File: config.mk
export PLATFORM = sky130hd
export DESIGN_NAME = console_escape_line_editor_flat
export DESIGN_NICKNAME = d
export VERILOG_FILES = /design/src/sv/cel_pkg.sv /design/src/sv/cel_req_if.sv /design/src/sv/cel_rsp_if.sv /design/src/sv/console_escape_line_editor.sv /design/src/sv/cel_front.sv /design/src/sv/cel_queue.sv /design/src/sv/cel_back.sv /design/src/flat_wrapper.sv
export SDC_FILE = /design/constraint.sdc
export NUM_CORES = 1
export LEC_CHECK = 0
export ABC_AREA = 1
export CORE_MARGIN = 10
export CORE_UTILIZATION = 55
export CTS_BUF_LIST = sky130_fd_sc_hd__clkbuf_4 sky130_fd_sc_hd__clkbuf_8
export DETAILED_ROUTE_END_ITERATION = 7
export DONT_BUFFER_PORTS = 1
export GPL_ROUTABILITY_DRIVEN = 0
export PLACE_DENSITY = 0.7
export SYNTH_ARGS = -nofsm -noshare
export SYNTH_HDL_FRONTEND = slang
export SYNTH_HIERARCHICAL = 1
export SYNTH_SLANG_ARGS = --single-unit
File: constraint.sdc
create_clock -name clock -period 4.9 [get_ports clock]
set_input_delay 0.49 -clock clock [delete_from_list [all_inputs] [get_ports clock]]
set_output_delay 0.49 -clock clock [all_outputs]
set_load 0.01 [all_outputs]
File: src/sv/cel_pkg.sv
// Shared types, codes and text tables for the console escape line editor.
// No dependencies; the top level, front, queue and back files use this package.
package cel_pkg;

   // Control characters seen on the console.
   localparam logic [7:0] CH_NUL   = 8'h00;
   localparam logic [7:0] CH_BS    = 8'h08;
   localparam logic [7:0] CH_NL    = 8'h0A;
   localparam logic [7:0] CH_CR    = 8'h0D;
   localparam logic [7:0] CH_ESC   = 8'h14;
   localparam logic [7:0] CH_SPACE = 8'h20;
   localparam logic [7:0] CH_DEL   = 8'h7F;

   // Result destinations.
   localparam logic [1:0] DEST_CONSOLE = 2'd0;
   localparam logic [1:0] DEST_LINK    = 2'd1;
   localparam logic [1:0] DEST_LINE    = 2'd2;

   // Queue operations.
   localparam logic [1:0] OP_APPEND = 2'd0;
   localparam logic [1:0] OP_REMOVE = 2'd1;
   localparam logic [1:0] OP_FLUSH  = 2'd2;
   localparam logic [1:0] OP_STATUS = 2'd3;

   // Configuration register indexes.
   localparam int unsigned CSR_IDX_W = 3;
   localparam logic [CSR_IDX_W-1:0] CSR_ECHO_ON         = 3'd0;
   localparam logic [CSR_IDX_W-1:0] CSR_SLAVE_MODE      = 3'd1;
   localparam logic [CSR_IDX_W-1:0] CSR_LINE_LIMIT      = 3'd2;
   localparam logic [CSR_IDX_W-1:0] CSR_FLOW_CONTROL_ON = 3'd3;
   localparam logic [CSR_IDX_W-1:0] CSR_RTS_HOLD_LEVEL  = 3'd4;
   localparam int unsigned CSR_DATA_W = 8;

   localparam logic [7:0] LINE_LIMIT_RESET = 8'd80;

   // Job kinds passed from the front to the back.
   localparam logic [2:0] KIND_STATUS  = 3'd0;  // single status-only item
   localparam logic [2:0] KIND_LINK    = 3'd1;  // forward byte to the link
   localparam logic [2:0] KIND_LINE    = 3'd2;  // optional echo, then line append
   localparam logic [2:0] KIND_ERASE   = 3'd3;  // line remove, optional erase echo
   localparam logic [2:0] KIND_ESC_FWD = 3'd4;  // link escape, optional prompt wipe
   localparam logic [2:0] KIND_PROMPT  = 3'd5;  // flush, prompt, optional slave notice

   // Decoupling queue between front and back.
   localparam int unsigned QUEUE_DEPTH = 2;
   localparam int unsigned QUEUE_AW    = $clog2(QUEUE_DEPTH);

   typedef struct packed {
      logic [2:0] kind;
      logic [7:0] ch;
      logic [3:0] last_idx;
      logic       cmd_request;
      logic       tx_enable;
      logic       rts_drive;
      logic       rts_level;
   } job_type;

   typedef struct packed {
      logic [1:0] dest;
      logic [1:0] op;
      logic [7:0] data;
   } item_type;

   // Echo that wipes the prompt after a doubled escape: BS BS space, four
   // times, then one BS. Position 0 is the link item.
   function automatic logic [7:0] erase_echo_char(input logic [3:0] idx);
      logic [7:0] c;
      unique case (idx)
         4'd3, 4'd6, 4'd9, 4'd12: c = CH_SPACE;
         default:                 c = CH_BS;
      endcase
      return c;
   endfunction

   // Prompt text at positions 1..7, slave notice at 8..15.
   function automatic logic [7:0] prompt_char(input logic [3:0] idx);
      logic [7:0] c;
      unique case (idx)
         4'd1:    c = CH_CR;
         4'd2:    c = CH_NL;
         4'd3:    c = 8'h4D;
         4'd4:    c = 8'h53;
         4'd5:    c = 8'h43;
         4'd6:    c = 8'h3E;
         4'd7:    c = CH_SPACE;
         4'd8:    c = 8'h53;
         4'd9:    c = 8'h6C;
         4'd10:   c = 8'h61;
         4'd11:   c = 8'h76;
         4'd12:   c = 8'h65;
         4'd13:   c = 8'h21;
         4'd14:   c = CH_CR;
         4'd15:   c = CH_NL;
         default: c = 8'h00;
      endcase
      return c;
   endfunction

   // Item at position idx of a job.
   function automatic item_type job_item(input job_type job, input logic [3:0] idx);
      item_type it;
      it.dest = DEST_CONSOLE;
      it.op   = OP_APPEND;
      it.data = 8'h00;
      unique case (job.kind)
         KIND_LINK: begin
            it.dest = DEST_LINK;
            it.data = job.ch;
         end
         KIND_LINE: begin
            if (idx == job.last_idx) begin
               it.dest = DEST_LINE;
               it.data = job.ch;
            end else if (idx == 4'd0) begin
               it.data = job.ch;
            end else begin
               it.data = CH_NL;
            end
         end
         KIND_ERASE: begin
            if (idx == 4'd0) begin
               it.dest = DEST_LINE;
               it.op   = OP_REMOVE;
            end else if (idx == 4'd2) begin
               it.data = CH_SPACE;
            end else begin
               it.data = CH_BS;
            end
         end
         KIND_ESC_FWD: begin
            if (idx == 4'd0) begin
               it.dest = DEST_LINK;
               it.data = CH_ESC;
            end else begin
               it.data = erase_echo_char(idx);
            end
         end
         KIND_PROMPT: begin
            if (idx == 4'd0) begin
               it.op = OP_FLUSH;
            end else begin
               it.data = prompt_char(idx);
            end
         end
         default: begin
            it.op = OP_STATUS;
         end
      endcase
      return it;
   endfunction

endpackage

File: src/sv/cel_req_if.sv
// Input channel of the console escape line editor: one received byte and
// the two queue lengths. Depends on nothing.
interface cel_req_if;
   logic       valid;
   logic       ready;
   logic [7:0] rx_byte;
   logic [7:0] line_queue_len;
   logic [7:0] link_queue_len;

   modport source (output valid, output rx_byte, output line_queue_len,
                   output link_queue_len, input ready);
   modport sink   (input valid, input rx_byte, input line_queue_len,
                   input link_queue_len, output ready);
endinterface

File: src/sv/cel_rsp_if.sv
// Result channel of the console escape line editor: one queue operation
// with its status flags. Depends on nothing.
interface cel_rsp_if;
   logic       valid;
   logic       ready;
   logic [1:0] dest;
   logic [1:0] op;
   logic [7:0] data;
   logic       last;
   logic       cmd_request;
   logic       tx_enable;
   logic       rts_drive;
   logic       rts_level;

   modport source (output valid, output dest, output op, output data, output last,
                   output cmd_request, output tx_enable, output rts_drive,
                   output rts_level, input ready);
   modport sink   (input valid, input dest, input op, input data, input last,
                   input cmd_request, input tx_enable, input rts_drive,
                   input rts_level, output ready);
endinterface

File: src/sv/console_escape_line_editor.sv
// Console escape line editor, top level.
// Registers on a byte's path: job queue, back-end job register, output register.
// Throughput: one result item per cycle from the back end while the output is not
// stalled; a byte producing n items (1 to 16) holds the back end until its last item, stepped by the item counter.
// A two-entry job queue lets the front accept bytes while the back still works.
// Reset (synchronous): pass-through mode, escape flag clear, registers to defaults.
module console_escape_line_editor (
   input  logic                            clock,
   input  logic                            reset,
   input  logic                            csr_wr_en,
   input  logic [cel_pkg::CSR_IDX_W-1:0]   csr_index,
   input  logic [cel_pkg::CSR_DATA_W-1:0]  csr_wr_data,
   cel_req_if.sink                         req_bus,
   cel_rsp_if.source                       rsp_bus
);

   logic             f_valid, f_ready;
   cel_pkg::job_type f_job;
   logic             b_valid, b_ready;
   cel_pkg::job_type b_job;

   cel_front u_front (
      .clock       (clock),
      .reset       (reset),
      .csr_wr_en   (csr_wr_en),
      .csr_index   (csr_index),
      .csr_wr_data (csr_wr_data),
      .req_bus     (req_bus),
      .job_valid   (f_valid),
      .job_ready   (f_ready),
      .job         (f_job)
   );

   cel_queue u_queue (
      .clock     (clock),
      .reset     (reset),
      .in_valid  (f_valid),
      .in_ready  (f_ready),
      .in_job    (f_job),
      .out_valid (b_valid),
      .out_ready (b_ready),
      .out_job   (b_job)
   );

   cel_back u_back (
      .clock     (clock),
      .reset     (reset),
      .job_valid (b_valid),
      .job_ready (b_ready),
      .job_in    (b_job),
      .rsp_bus   (rsp_bus)
   );

endmodule

File: src/sv/cel_front.sv
// Front end: configuration registers, mode state and classification of
// each received byte into a job. Depends on cel_pkg and cel_req_if.
module cel_front (
   input  logic                            clock,
   input  logic                            reset,
   input  logic                            csr_wr_en,
   input  logic [cel_pkg::CSR_IDX_W-1:0]   csr_index,
   input  logic [cel_pkg::CSR_DATA_W-1:0]  csr_wr_data,
   cel_req_if.sink                         req_bus,
   output logic                            job_valid,
   input  logic                            job_ready,
   output cel_pkg::job_type                job
);

   logic       echo_on_ff, slave_mode_ff, flow_on_ff, hold_level_ff;
   logic [7:0] line_limit_ff;
   logic       pass_ff, pass_in;
   logic       esc_seen_ff, esc_seen_in;
   logic       push;
   logic       is_term, is_erase, check_flow;
   logic [8:0] len_after;
   logic [7:0] ch;

   assign ch             = req_bus.rx_byte;
   assign req_bus.ready  = job_ready;
   assign job_valid      = req_bus.valid;
   assign push           = req_bus.valid && job_ready;

   // Write configuration registers.
   always_ff @(posedge clock) begin
      if (reset) begin
         echo_on_ff    <= 1'b0;
         slave_mode_ff <= 1'b0;
         line_limit_ff <= cel_pkg::LINE_LIMIT_RESET;
         flow_on_ff    <= 1'b0;
         hold_level_ff <= 1'b0;
      end else if (csr_wr_en) begin
         unique case (csr_index)
            cel_pkg::CSR_ECHO_ON:         echo_on_ff    <= csr_wr_data[0];
            cel_pkg::CSR_SLAVE_MODE:      slave_mode_ff <= csr_wr_data[0];
            cel_pkg::CSR_LINE_LIMIT:      line_limit_ff <= csr_wr_data[7:0];
            cel_pkg::CSR_FLOW_CONTROL_ON: flow_on_ff    <= csr_wr_data[0];
            cel_pkg::CSR_RTS_HOLD_LEVEL:  hold_level_ff <= csr_wr_data[0];
            default: ;
         endcase
      end
   end

   // Classify the byte and work out the next mode.
   always_comb begin
      is_term  = (ch == cel_pkg::CH_NUL) || (ch == cel_pkg::CH_NL) ||
                 (ch == cel_pkg::CH_CR);
      is_erase = (ch == cel_pkg::CH_BS) || (ch == cel_pkg::CH_DEL);
      pass_in     = pass_ff;
      esc_seen_in = esc_seen_ff;
      check_flow  = 1'b0;
      len_after   = {1'b0, req_bus.line_queue_len};
      job.kind        = cel_pkg::KIND_STATUS;
      job.ch          = ch;
      job.last_idx    = 4'd0;
      job.cmd_request = 1'b0;
      job.tx_enable   = 1'b0;
      if (!pass_ff) begin
         if (ch == cel_pkg::CH_ESC && esc_seen_ff) begin
            // doubled escape: forward one escape and, with echo on, wipe the prompt
            job.kind      = cel_pkg::KIND_ESC_FWD;
            job.last_idx  = echo_on_ff ? 4'd13 : 4'd0;
            job.tx_enable = echo_on_ff;
            pass_in       = 1'b1;
            esc_seen_in   = 1'b0;
         end else begin
            job.cmd_request = is_term;
            check_flow      = 1'b1;
            if (is_term) begin
               pass_in = 1'b1;
            end
            if (is_erase) begin
               if (req_bus.line_queue_len != 8'd0) begin
                  job.kind      = cel_pkg::KIND_ERASE;
                  job.last_idx  = echo_on_ff ? 4'd3 : 4'd0;
                  job.tx_enable = echo_on_ff;
                  len_after     = {1'b0, req_bus.line_queue_len} - 9'd1;
               end
            end else begin
               job.kind      = cel_pkg::KIND_LINE;
               job.tx_enable = echo_on_ff;
               if (!echo_on_ff) begin
                  job.last_idx = 4'd0;
               end else if (ch == cel_pkg::CH_CR) begin
                  job.last_idx = 4'd2;
               end else begin
                  job.last_idx = 4'd1;
               end
               len_after = {1'b0, req_bus.line_queue_len} + 9'd1;
            end
         end
      end else if (ch == cel_pkg::CH_ESC) begin
         // enter command mode; slave mode with echo falls straight back
         pass_in     = 1'b0;
         esc_seen_in = 1'b1;
         if (echo_on_ff) begin
            job.kind      = cel_pkg::KIND_PROMPT;
            job.last_idx  = slave_mode_ff ? 4'd15 : 4'd7;
            job.tx_enable = 1'b1;
            if (slave_mode_ff) begin
               pass_in = 1'b1;
            end
         end
      end else begin
         job.kind    = cel_pkg::KIND_LINK;
         esc_seen_in = 1'b0;
         check_flow  = 1'b1;
         len_after   = {1'b0, req_bus.link_queue_len} + 9'd1;
      end
      job.rts_drive = check_flow && flow_on_ff && (len_after >= {1'b0, line_limit_ff});
      job.rts_level = job.rts_drive && hold_level_ff;
   end

   // Advance the mode state on each accepted byte.
   always_ff @(posedge clock) begin
      if (reset) begin
         pass_ff     <= 1'b1;
         esc_seen_ff <= 1'b0;
      end else if (push) begin
         pass_ff     <= pass_in;
         esc_seen_ff <= esc_seen_in;
      end
   end

endmodule

File: src/sv/cel_queue.sv
// Short job queue that decouples the front from the back.
// Depends on cel_pkg.
module cel_queue (
   input  logic             clock,
   input  logic             reset,
   input  logic             in_valid,
   output logic             in_ready,
   input  cel_pkg::job_type in_job,
   output logic             out_valid,
   input  logic             out_ready,
   output cel_pkg::job_type out_job
);

   cel_pkg::job_type              mem_ff [cel_pkg::QUEUE_DEPTH];
   logic [cel_pkg::QUEUE_AW-1:0]  wr_ptr_ff, rd_ptr_ff;
   logic [cel_pkg::QUEUE_AW:0]    count_ff;
   logic                          push, pop;

   assign in_ready  = (count_ff < (cel_pkg::QUEUE_AW+1)'(cel_pkg::QUEUE_DEPTH));
   assign out_valid = (count_ff != '0);
   assign out_job   = mem_ff[rd_ptr_ff];
   assign push      = in_valid && in_ready;
   assign pop       = out_valid && out_ready;

   // Store entries.
   always_ff @(posedge clock) begin
      if (push) begin
         mem_ff[wr_ptr_ff] <= in_job;
      end
   end

   // Advance pointers and count.
   always_ff @(posedge clock) begin
      if (reset) begin
         wr_ptr_ff <= '0;
         rd_ptr_ff <= '0;
         count_ff  <= '0;
      end else begin
         if (push) begin
            wr_ptr_ff <= wr_ptr_ff + 1'b1;
         end
         if (pop) begin
            rd_ptr_ff <= rd_ptr_ff + 1'b1;
         end
         if (push && !pop) begin
            count_ff <= count_ff + 1'b1;
         end else if (pop && !push) begin
            count_ff <= count_ff - 1'b1;
         end
      end
   end

endmodule

File: src/sv/cel_back.sv
// Back end: expands each job into result items, one per cycle while the output
// register is free, into that register. Depends on cel_pkg and cel_rsp_if.
module cel_back (
   input  logic             clock,
   input  logic             reset,
   input  logic             job_valid,
   output logic             job_ready,
   input  cel_pkg::job_type job_in,
   cel_rsp_if.source        rsp_bus
);

   cel_pkg::job_type  job_ff;
   logic              busy_ff;
   logic [3:0]        idx_ff;
   logic              out_vld_ff, out_vld_in;
   logic              out_free, fire, fin, load;
   cel_pkg::item_type item;
   logic [1:0]        dest_ff;
   logic [1:0]        op_ff;
   logic [7:0]        data_ff;
   logic              last_ff, cmd_ff, tx_ff, rts_ff, lvl_ff;

   assign out_free  = !out_vld_ff || rsp_bus.ready;
   assign fire      = busy_ff && out_free;
   assign fin       = fire && (idx_ff == job_ff.last_idx);
   assign job_ready = !busy_ff || fin;
   assign load      = job_valid && job_ready;
   assign item      = cel_pkg::job_item(job_ff, idx_ff);

   always_comb begin
      out_vld_in = out_vld_ff;
      if (fire) begin
         out_vld_in = 1'b1;
      end else if (rsp_bus.ready) begin
         out_vld_in = 1'b0;
      end
   end

   // Hold the current job and step through its items.
   always_ff @(posedge clock) begin
      if (reset) begin
         busy_ff    <= 1'b0;
         idx_ff     <= 4'd0;
         out_vld_ff <= 1'b0;
      end else begin
         out_vld_ff <= out_vld_in;
         if (load) begin
            busy_ff <= 1'b1;
            idx_ff  <= 4'd0;
         end else if (fin) begin
            busy_ff <= 1'b0;
         end else if (fire) begin
            idx_ff <= idx_ff + 4'd1;
         end
      end
   end

   // Capture the job payload.
   always_ff @(posedge clock) begin
      if (load) begin
         job_ff <= job_in;
      end
   end

   // Load the output register; flags ride on the last item only.
   always_ff @(posedge clock) begin
      if (fire) begin
         dest_ff <= item.dest;
         op_ff   <= item.op;
         data_ff <= item.data;
         last_ff <= fin;
         cmd_ff  <= fin && job_ff.cmd_request;
         tx_ff   <= fin && job_ff.tx_enable;
         rts_ff  <= fin && job_ff.rts_drive;
         lvl_ff  <= fin && job_ff.rts_level;
      end
   end

   assign rsp_bus.valid       = out_vld_ff;
   assign rsp_bus.dest        = dest_ff;
   assign rsp_bus.op          = op_ff;
   assign rsp_bus.data        = data_ff;
   assign rsp_bus.last        = last_ff;
   assign rsp_bus.cmd_request = cmd_ff;
   assign rsp_bus.tx_enable   = tx_ff;
   assign rsp_bus.rts_drive   = rts_ff;
   assign rsp_bus.rts_level   = lvl_ff;

endmodule
File: src/flat_wrapper.sv
// flat-port wrapper written by rule: the top's interface ports become plain ports
module console_escape_line_editor_flat 
  (clock, reset, csr_wr_en, csr_index, csr_wr_data, req_bus_valid, req_bus_rx_byte, req_bus_line_queue_len, req_bus_link_queue_len, req_bus_ready, rsp_bus_valid, rsp_bus_dest, rsp_bus_op, rsp_bus_data, rsp_bus_last, rsp_bus_cmd_request, rsp_bus_tx_enable, rsp_bus_rts_drive, rsp_bus_rts_level, rsp_bus_ready);
  cel_req_if req_bus_i ();
  cel_rsp_if rsp_bus_i ();
  input  logic clock;
  input  logic reset;
  input  logic csr_wr_en;
  input  logic [cel_pkg::CSR_IDX_W-1:0] csr_index;
  input  logic [cel_pkg::CSR_DATA_W-1:0] csr_wr_data;
  input wire logic [$bits(req_bus_i.valid)-1:0] req_bus_valid;
  input wire logic [$bits(req_bus_i.rx_byte)-1:0] req_bus_rx_byte;
  input wire logic [$bits(req_bus_i.line_queue_len)-1:0] req_bus_line_queue_len;
  input wire logic [$bits(req_bus_i.link_queue_len)-1:0] req_bus_link_queue_len;
  output wire logic [$bits(req_bus_i.ready)-1:0] req_bus_ready;
  output wire logic [$bits(rsp_bus_i.valid)-1:0] rsp_bus_valid;
  output wire logic [$bits(rsp_bus_i.dest)-1:0] rsp_bus_dest;
  output wire logic [$bits(rsp_bus_i.op)-1:0] rsp_bus_op;
  output wire logic [$bits(rsp_bus_i.data)-1:0] rsp_bus_data;
  output wire logic [$bits(rsp_bus_i.last)-1:0] rsp_bus_last;
  output wire logic [$bits(rsp_bus_i.cmd_request)-1:0] rsp_bus_cmd_request;
  output wire logic [$bits(rsp_bus_i.tx_enable)-1:0] rsp_bus_tx_enable;
  output wire logic [$bits(rsp_bus_i.rts_drive)-1:0] rsp_bus_rts_drive;
  output wire logic [$bits(rsp_bus_i.rts_level)-1:0] rsp_bus_rts_level;
  input wire logic [$bits(rsp_bus_i.ready)-1:0] rsp_bus_ready;
  assign req_bus_i.valid = req_bus_valid;
  assign req_bus_i.rx_byte = req_bus_rx_byte;
  assign req_bus_i.line_queue_len = req_bus_line_queue_len;
  assign req_bus_i.link_queue_len = req_bus_link_queue_len;
  assign req_bus_ready = req_bus_i.ready;
  assign rsp_bus_valid = rsp_bus_i.valid;
  assign rsp_bus_dest = rsp_bus_i.dest;
  assign rsp_bus_op = rsp_bus_i.op;
  assign rsp_bus_data = rsp_bus_i.data;
  assign rsp_bus_last = rsp_bus_i.last;
  assign rsp_bus_cmd_request = rsp_bus_i.cmd_request;
  assign rsp_bus_tx_enable = rsp_bus_i.tx_enable;
  assign rsp_bus_rts_drive = rsp_bus_i.rts_drive;
  assign rsp_bus_rts_level = rsp_bus_i.rts_level;
  assign rsp_bus_i.ready = rsp_bus_ready;
  console_escape_line_editor u_core (.clock(clock), .reset(reset), .csr_wr_en(csr_wr_en), .csr_index(csr_index), .csr_wr_data(csr_wr_data), .req_bus(req_bus_i), .rsp_bus(rsp_bus_i));
endmodule
==> results of run 1 <==
==> area by class of cell <==
class	instances	area, um^2	share of cell area
Tap cell	140	175.2	0.02835
Sequential cell	106	2863	0.4633
Timing Repair Buffer	2	15.01	0.002430
Inverter	101	384.1	0.06216
Clock inverter	7	75.07	0.01215
Clock buffer	9	123.9	0.02004
Multi-Input combinational cell	442	2544	0.4116
==> state kept, by name (all words and copies together), names as in the netlist, 2 cells and up, named ones only <==
signal / cells
u_core/u_back/idx_ff: 4
u_core/u_back/job_ff: 19
u_core/u_back/rsp_bus.data: 8
u_core/u_back/rsp_bus.dest: 2
u_core/u_back/rsp_bus.op: 2
u_core/u_front/line_limit_ff: 8
u_core/u_queue/count_ff: 2
u_core/u_queue/mem_ff: 38
==> per-stage QoR <==
stage / cells / cell area [um^2] / hold slack (ns) / utilization
detailed placement: 791 / 5981 / 0.4505 / 0.5566
finish: 807 / 6180 / 0.1779 / 0.5751
floorplan: 673 / 6002 / 0.4233 / -
CTS: 807 / 6180 / 0.1560 / 0.5751
global route: 807 / 6180 / 0.1520 / 0.5751
global placement: 791 / 5981 / 0.4415 / 0.5566
==> cell families after synthesis <==
family,Yosys count,share of synthesized area
adder cells (fa/ha/maj),22,0.04586
flip-flops,106,0.4770
AO/OA/AOI/OAI,79,0.07692
multiplexers,19,0.04190
buffers and inverters,125,0.09923
XOR/XNOR,10,0.01459
AND/OR/NAND/NOR,312,0.2445
==> cells in the final DEF, fill, tap and decap left out, types with 9 or more instances in the layout <==
master,netlist,final
o21ai_1,9,9
nand2_2,18,18
nand3_1,48,48
o21ai_0,28,28
mux2_2,9,9
dfxtp_1,32,32
ha_1,22,22
mux2_4,10,10
nor2_1,58,58
inv_2,13,13
edfxtp_1,74,74
a21oi_1,31,31
clkbuf_8,0,9
inv_1,85,85
nand2_1,152,152
==> routing by layer <==
layer / up-vias / share of wire
met1: 2021 / 0.41
li1: 2170 / -
met4: 0 / 0.035
met5: - / 0
met3: 26 / 0.054
met2: 142 / 0.50
==> power by group through the flow <==
| stage | clock [mW] | combinational [mW] | sequential, mW |
|---|---|---|---|
| 6_report | 0.529 | 0.874 | 1.43 |
| 5_1_grt | 0.578 | 0.994 | 1.46 |
| 4_1_cts | 0.545 | 0.870 | 1.44 |
| 3_5_place_dp | 0 | 0.866 | 1.46 |
| 2_1_floorplan | 0 | 0.789 | 1.38 |
| 3_3_place_gp | 0 | 0.836 | 1.45 |
==> how the worst max path moves through the flow <==
stage                     slack [ns]                          end                   startpoint  cells after the start
after floorplan                 2.53  u_core/u_queue/mem_ff[0][0]    req_bus_line_queue_len[0]                     17
after global placement          2.16                         flop                rsp_bus_ready                     14
after detailed placement        2.02                         flop                rsp_bus_ready                     14
after CTS                       2.15                         flop  u_core/u_back/rsp_bus.valid                     13
after global routing            1.93                         flop  u_core/u_back/rsp_bus.valid                     13
final                           2.13                         flop  u_core/u_back/rsp_bus.valid                     13
==> flow_metrics.py, run 1 <==
metrics = {
    "cells_and_area": {
        "drive_above_1_share": 0.1469,
        "nFillCells": 953,
        "antenna_cells": 0,
        "final_nets": 724,
        "synthToLayoutAreaGrowth_pct": 2.960,
    },
    "clock_tree": {
        "numClockSinks": 106,
        "post_cts_resized": 0,
        "htree_num_levels": 3,
        "clk_pin_slew_ns": 0.11,
        "cts_root_buf": "clkbuf_8",
        "post-cts-setup-buffer-count": 0,
        "clock_latency_ns": 0.37,
        "cts_tree": "built",
        "hold_buffers": 0,
        "ctsLongestPathBuffers": 2,
        "cts_made_buffers": 9,
    },
    "synthesis": {
        "ys_seq_elements": 106,
        "synth_seq_area_share": 0.4770,
        "syn_area_um2": 6002,
        "synth_warnings": 6,
        "syn_inst": 673,
        "synth_top_area_cell": "edfxtp_1",
        "async_reset_ff_frac": 0,
        "synth.avg_cell_area_um2": 8.918,
        "synth_edf_count": 74,
        "ys_types": 45,
        "syn_nets": 735,
        "synthTopCellsByArea": "edfxtp_1 37%, dfxtp_1 11%, nand2_1 9.5%, inv_1 5.3%, ha_1 4.6%",
        "synthFlopType": "edfxtp_1",
        "synth.most_common_cell": "nand2_1",
        "synth_common_cells": "152 x nand2_1, 85 x inv_1, 74 x edfxtp_1",
        "synth.top_cell.area_share": 0.3702,
    },
    "floorplan": {
        "start_util": 0.5586,
        "ios": 59,
        "fp.dieArea_um2": 15490,
        "rows": 38,
        "die_w_um": 124.5,
        "core_um2": 10750,
        "die_h_um": 124.5,
    },
    "worst_hold_path": {
        "hp-start": "reset",
        "hold_depth": 1,
        "hold_class": "in -> reg",
        "whs_endpoint": "u_core/u_back/rsp_bus.valid",
    },
    "pwr": {
        "p_total_mw": 2.836,
        "swShare": 0.3694,
        "clock_power_share": 0.187,
        "sequentialPowerShare": 0.505,
        "power_leakage_nw": 2.704,
        "p_switching_mw": 1.047,
        "combPwrFrac": 0.308,
        "power-per-cell-area_nw_per_um2": 458.8,
        "intPower_mw": 1.788,
        "ir_worst_vdd_mv": 0.2013,
    },
    "global_routing": {
        "grt_usage": 0.1549,
        "global_route.peak_usage_layer": "met2",
        "grt_max_degree": 27,
        "overflow": 0,
        "grt_pass1_vias": 4282,
        "grt_pass1_wl_mm": 20.15,
        "antenna_found_initial": 0,
        "met1_usage": 0.1677,
        "grt_use_met3": 0.03957,
        "use_met2": 0.2717,
    },
    "sta": {
        "worst_pin_slew_ns": 1.014,
        "slew_viol_final": 0,
        "fin_crit_ns": 2.766,
        "setup_ws_ns": 2.134,
        "finalClockSkew_ns": 0.02358,
        "setup_tns_ns": 0,
        "hold_viol_final": 0,
        "rsz0062_at_grt": "false",
        "setup_violations": 0,
        "min_period_over_period": 0.5646,
        "max_slew_margin": 0.3229,
        "fmax_mhz": 361.5,
    },
    "critical_path": {
        "slowest_delay_ns": 0.75,
        "critical_path_buf_inv_count": 2,
        "cp-end-kind": "flop",
        "critPathKind": "reg -> reg",
        "r2r_slack_ns": 2.13,
        "worst_setup_path_start_kind": "flop",
        "critPathMostFrequentCell": "nand2_1",
        "path_cells": "a21oi_4, nand3_4, nand2_2, nand2_2, nand2_1, inv_1, nand2_2, inv_1, ha_1, nand4_1, nand2_1, nand2_1, nand2_1",
        "r2r_start": "u_core/u_back/rsp_bus.valid",
        "cp_data_arrival_time_ns": 3.04,
        "crit_family": "simple AND/OR/NAND/NOR gates",
        "critPathMaxFanout": 26,
        "crit_slowest_cell": "a21oi_4",
        "reg2reg_depth": 13,
        "critPathRequiredTime_ns": 5.17,
    },
    "job": {
        "drv_cap": 0,
    },
    "routing": {
        "vias_per_cell": 5.401,
        "drt-total-wl_mm": 12.14,
        "route.detailed.drc": 0,
        "ant_nets": 0,
        "drtIter0Drc": 312,
        "drtPass1Iterations": 6,
        "via_count": 4359,
        "wl_per_cell_um": 15.04,
    },
    "placement": {
        "io_buffers": 0,
        "hpwl_mm": 9.288,
        "dp_slack_ns": 2.020,
    },
    "status": {
        "status": "finished clean",
    },
}
Note: power is estimated with default switching activity, not from simulation.
==> run 2, diff against run 1 <==
--- a/config.mk
+++ b/config.mk
@@ -12,7 +12,7 @@
 export DETAILED_ROUTE_END_ITERATION = 7
 export DONT_BUFFER_PORTS = 1
 export GPL_ROUTABILITY_DRIVEN = 0
-export PLACE_DENSITY = 0.7
+export PLACE_DENSITY = 0.73
 export SYNTH_ARGS = -nofsm -noshare
 export SYNTH_HDL_FRONTEND = slang
 export SYNTH_HIERARCHICAL = 1
==> constraint.sdc (replaced) <==
create_clock -name clock -period 2.3 [get_ports clock]
set_input_delay 0.23 -clock clock [delete_from_list [all_inputs] [get_ports clock]]
set_output_delay 0.23 -clock clock [all_outputs]
set_load 0.01 [all_outputs]
==> flow_metrics.py, run 2 (synthesis results as in run 1) <==
metrics = {
    "clock_tree": {
        "cts_tree": "built",
        "clk_pin_slew_ns": 0.10,
        "cts_made_buffers": 9,
        "clock_latency_ns": 0.38,
        "cts_root_buf": "clkbuf_8",
        "htree_num_levels": 3,
        "ctsLongestPathBuffers": 2,
        "numClockSinks": 106,
    },
    "global_routing": {
        "overflow": 0,
        "grt_pass1_vias": 4508,
        "grt_pass1_wl_mm": 21.33,
        "grt_max_degree": 25,
        "antenna_found_initial": 0,
        "grt_usage": 0.1630,
    },
    "critical_path": {
        "cp_data_arrival_time_ns": 2.36,
        "r2r_slack_ns": 0.08,
        "reg2reg_depth": 14,
        "path_cells": "buf_6, o211ai_4, buf_6, o21ai_1, a21oi_1, ha_1, nand2_2, nor2_2, a21oi_1, nand2_1, nor2_1, nand2_1, nand2_2, nor2_2",
        "critPathKind": "reg -> reg",
        "crit_slowest_cell": "dfxtp_2",
        "cp-end-kind": "flop",
        "r2r_start": "u_core/u_front/pass_ff",
        "worst_setup_path_start_kind": "flop",
        "slowest_delay_ns": 0.35,
        "critPathRequiredTime_ns": 2.44,
        "r2r-end": "u_core/u_queue/mem_ff[1][0]",
        "critPathMaxFanout": 6,
    },
    "sta": {
        "slew_viol_final": 0,
        "fmax_mhz": 451.2,
        "setup_ws_ns": 0.08370,
        "finalClockSkew_ns": 0.01302,
        "min_period_over_period": 0.9636,
        "setup_violations": 0,
        "max_slew_margin": 0.7761,
        "worst_pin_slew_ns": 0.3347,
        "holdWs_ns": 0.03164,
        "fin_crit_ns": 2.216,
        "hold_viol_final": 0,
    },
    "floorplan": {
        "core_um2": 10750,
        "fp.dieArea_um2": 15490,
        "die_w_um": 124.5,
        "ios": 59,
        "start_util": 0.5586,
        "die_h_um": 124.5,
        "rows": 38,
    },
    "cells_and_area": {
        "drive_above_1_share": 0.1851,
        "synthToLayoutAreaGrowth_pct": 7.880,
        "final_common_cell": "nand2_1",
        "antenna_cells": 0,
        "largestRegisters": "u_core/u_queue/mem_ff: 38 flops, u_core/u_back/job_ff: 19 flops",
        "regMostFlops": "u_core/u_queue/mem_ff",
        "mostFrequentLayoutCells": "149 x nand2_1, 83 x inv_1, 74 x edfxtp_1",
        "largest_reg_flops": 38,
        "final_nets": 754,
        "nFillCells": 942,
        "instances_no_fill": 837,
    },
    "worst_hold_path": {
        "hold_depth": 2,
        "whs_endpoint": "u_core/u_front/slave_mode_ff",
        "hp-start": "csr_index[0]",
        "hold_class": "in -> reg",
    },
    "routing": {
        "drtIter0Drc": 370,
        "ant_nets": 0,
        "drtPass1Iterations": 5,
        "met2_length_mm": 6.560,
        "wl_per_cell_um": 15.35,
        "wl_met3_um": 823,
        "route.detailed.drc": 0,
        "top_layer": "met4",
        "via_count": 4495,
        "wl_met1_mm": 5.051,
        "drt-total-wl_mm": 12.85,
        "vias_per_cell": 5.370,
    },
    "pwr": {
        "power-per-cell-area_nw_per_um2": 948.4,
        "power_leakage_nw": 2.844,
        "ir_worst_vdd_mv": 0.6378,
    },
    "status": {
        "status": "finished clean",
    },
    "job": {
        "drv_cap": 0,
    },
    "placement": {
        "numPlacedInstances": 805,
        "hpwl_mm": 9.628,
        "dp_slack_ns": -0.03608,
        "io_buffers": 0,
    },
}
## run 2: cell types whose count changed in the layout (fill, tap and decap cells not counted), sizes merged
cell	change
dlygate4sd3	+12
buf	+18
inv	-1
clkinvlp	+1
## run 2: worst max-delay path, delay by kind of cell (launching register included)
family | cells | cell delay [ns]
AND/OR/NAND/NOR | 7 | 0.49
AO/OA/AOI/OAI | 4 | 0.61
flip-flops | 1 | 0.35
buffers and inverters | 2 | 0.27
adder cells (fa/ha/maj) | 1 | 0.27
## run 2: final cells by class
class,instances,area (um^2),share of cell area
clock buffer,9,123.9,0.01913
timing repair buffer,32,290.3,0.04483
tap,140,175.2,0.02705
clock inverter,7,61.31,0.009469
inverter,101,384.1,0.05932
sequential,106,2872,0.4435
multi-input combinational,442,2569,0.3967
## run 2: report_power, final
| group | total, mW | switching [mW] | leakage [nW] | internal, mW |
|---|---|---|---|---|
| registers | 2.96 | 0.260 | 0.965 | 2.70 |
| clock network | 1.09 | 0.672 | 0.0888 | 0.414 |
| logic | 2.09 | 1.32 | 1.79 | 0.775 |
## run 2: worst max path at each step
stage                                start                           to  slack [ns]  depth (start not counted)
3_5_place_dp     req_bus_line_queue_len[0]  u_core/u_queue/mem_ff[0][0]       -0.04                         18
2_1_floorplan  u_core/u_back/rsp_bus.valid      u_core/u_back/job_ff[0]        0.15                          6
4_1_cts            u_core/u_back/idx_ff[0]                         flop        0.13                         14
3_3_place_gp     req_bus_line_queue_len[0]  u_core/u_queue/mem_ff[0][0]        0.02                         17
5_1_grt             u_core/u_front/pass_ff  u_core/u_queue/mem_ff[1][0]       -0.08                         14
6_report            u_core/u_front/pass_ff  u_core/u_queue/mem_ff[1][0]        0.08                         14
## run 2: metrics by stage
stage | setup TNS (ns) | power (mW) | utilization | instance area [um^2]
after floorplan | 0 | 4.614 | - | 6002
after global routing | -0.2866 | 6.567 | 0.6026 | 6475
after detailed placement | -0.1033 | 5.028 | 0.5675 | 6098
after global placement | 0 | 4.908 | 0.5675 | 6098
final | 0 | 6.141 | 0.6026 | 6475
after CTS | 0 | 6.120 | 0.5959 | 6404
## run 2: repair_timing
item | CTS | global route
gates resized for setup | 0 | 22
endpoints found under the hold margin | 24 | 0
hold buffers | 12 | 0
setup buffers | 0 | 4
setup endpoints to repair | 0 | 10
## run 2: layer usage
layer	vias up	global-route usage
li1	2224	-
met1	2078	0.1659
met2	158	0.2971
met3	35	0.05234
met4	0	0.07128
met5	-	0
==> run 3, diff against run 2 <==
--- a/config.mk
+++ b/config.mk
@@ -7,12 +7,12 @@
 export LEC_CHECK = 0
 export ABC_AREA = 1
 export CORE_MARGIN = 10
-export CORE_UTILIZATION = 55
+export CORE_UTILIZATION = 50
 export CTS_BUF_LIST = sky130_fd_sc_hd__clkbuf_4 sky130_fd_sc_hd__clkbuf_8
 export DETAILED_ROUTE_END_ITERATION = 7
 export DONT_BUFFER_PORTS = 1
 export GPL_ROUTABILITY_DRIVEN = 0
-export PLACE_DENSITY = 0.73
+export PLACE_DENSITY = 0.68
 export SYNTH_ARGS = -nofsm -noshare
 export SYNTH_HDL_FRONTEND = slang
 export SYNTH_HIERARCHICAL = 1
==> flow_metrics.py, run 3 (synthesis results as in run 1) <==
metrics = {
    "status": {
        "status": "finished clean",
    },
    "pwr": {
        "clock_power_share": 0.177,
        "intPower_mw": 3.921,
        "sequentialPowerShare": 0.480,
        "power_leakage_nw": 2.876,
        "swShare": 0.3598,
        "ir_worst_vdd_mv": 0.4004,
        "p_total_mw": 6.124,
        "combPwrFrac": 0.343,
        "power-per-cell-area_nw_per_um2": 936.8,
        "p_switching_mw": 2.203,
    },
    "global_routing": {
        "antenna_found_initial": 0,
        "overflow": 0,
        "grt_pass1_wl_mm": 19.95,
        "grt_pass1_vias": 4325,
        "grt_max_degree": 25,
        "grt_usage": 0.1467,
    },
    "sta": {
        "slew_viol_final": 0,
        "rsz0062_at_grt": "true",
        "worst_pin_slew_ns": 0.3388,
        "min_period_over_period": 0.9578,
        "fin_crit_ns": 2.203,
        "setup_ws_ns": 0.09711,
        "setup_violations": 0,
        "finalClockSkew_ns": 0.01369,
        "fmax_mhz": 453.9,
        "holdWs_ns": 0.02582,
        "hold_viol_final": 0,
        "max_slew_margin": 0.7741,
    },
    "routing": {
        "vias_per_cell": 5.265,
        "wl_per_cell_um": 14.54,
        "via_count": 4449,
        "ant_nets": 0,
        "drtPass1Iterations": 5,
        "drt-total-wl_mm": 12.28,
        "drtIter0Drc": 250,
        "route.detailed.drc": 0,
    },
    "cells_and_area": {
        "final_common_cell": "nand2_1",
        "mostFrequentLayoutCells": "148 x nand2_1, 83 x inv_1, 74 x edfxtp_1",
        "antenna_cells": 0,
        "synthToLayoutAreaGrowth_pct": 8.922,
        "largestRegisters": "u_core/u_queue/mem_ff: 38 flops, u_core/u_back/job_ff: 19 flops",
        "final_nets": 759,
        "regMostFlops": "u_core/u_queue/mem_ff",
        "largest_reg_flops": 38,
        "stdcell_area_um2": 6538,
        "drive_above_1_share": 0.1994,
    },
    "placement": {
        "placed_area_um2": 6105,
        "io_buffers": 0,
        "hpwl_mm": 9.210,
        "dp_slack_ns": -0.08741,
    },
    "clock_tree": {
        "clock_latency_ns": 0.37,
        "clk_pin_slew_ns": 0.10,
        "numClockSinks": 106,
        "htree_num_levels": 3,
        "cts_made_buffers": 9,
        "ctsLongestPathBuffers": 2,
        "cts_tree": "built",
        "cts_root_buf": "clkbuf_8",
    },
    "floorplan": {
        "ios": 59,
        "fp.dieArea_um2": 16790,
        "die_w_um": 129.6,
        "core_um2": 11560,
        "die_h_um": 129.6,
        "start_util": 0.5190,
        "rows": 39,
    },
    "critical_path": {
        "critPathKind": "reg -> reg",
        "critPathRequiredTime_ns": 2.44,
        "worst_setup_path_start_kind": "flop",
        "critPathMaxFanout": 5,
        "cp-end-kind": "flop",
        "cp_data_arrival_time_ns": 2.34,
    },
    "worst_hold_path": {
        "hold_class": "in -> reg",
    },
    "job": {
        "drv_cap": 0,
    },
}
[run 3: repair_timing]
action	4_1_cts	5_1_grt
setup buffers	0	6
hold buffers	12	0
gates resized for setup	0	30
endpoints found under the setup margin	0	11
endpoints found under the hold margin	24	0
[run 3: cell type report]
class	instances	area [um^2]
Sequential cell	106	2870
Inverter	101	386.6
Clock buffer	10	131.4
Multi-Input combinational cell	443	2601
Timing Repair Buffer	36	311.5
Tap cell	143	178.9
Clock inverter	6	57.56
Fill cell	1009	5027
[run 3: layer usage]
| layer | part of all wire | up-vias | GRT usage |
|---|---|---|---|
| li1 | - | 2244 | - |
| met1 | 0.41 | 2056 | 0.1563 |
| met2 | 0.51 | 127 | 0.2688 |
| met3 | 0.054 | 22 | 0.04160 |
| met4 | 0.025 | 0 | 0.05622 |
| met5 | 0 | - | 0 |
[run 3: metrics by stage]
stage,utilization,std cells,setup TNS (ns)
after floorplan,-,673,0
after global placement,0.5279,810,-0.03596
after detailed placement,0.5279,810,-0.3381
after CTS,0.5546,838,0
after global routing,0.5653,845,-0.09469
final,0.5653,845,0
[run 3: power groups by stage]
| stage | logic [mW] | registers (mW) | clock network (mW) |
|---|---|---|---|
| 2_1_floorplan | 1.68 | 2.93 | 0 |
| 3_3_place_gp | 1.94 | 2.97 | 0 |
| 3_5_place_dp | 2.01 | 2.99 | 0 |
| 4_1_cts | 2.04 | 2.95 | 1.12 |
| 5_1_grt | 2.38 | 2.99 | 1.18 |
| 6_report | 2.10 | 2.94 | 1.08 |
[run 3: final timing paths]
kind / start / end / slack [ns] / cells past startpoint
max: u_core/u_front/pass_ff / u_core/u_queue/mem_ff[0][1] / 0.1 / 14
min: reset / u_core/u_queue/count_ff[1] / 0.03 / 3
max reg2reg: u_core/u_front/pass_ff / u_core/u_queue/mem_ff[0][1] / 0.1 / 14
min reg2reg: u_core/u_front/flow_on_ff / u_core/u_front/flow_on_ff / 0.45 / 2
[run 3: critical path: stages, from the launching register on]
cell      delay (ns)
dfxtp_2         0.36
buf_6           0.14
o211ai_4        0.30
or2_0           0.16
nand2_1         0.06
a21oi_2         0.11
ha_1            0.26
nand2_2         0.08
nor2_1          0.05
a21oi_2         0.11
nand2_1         0.07
nor2_2          0.09
nand2_2         0.07
nand2_2         0.08
inv_2           0.04
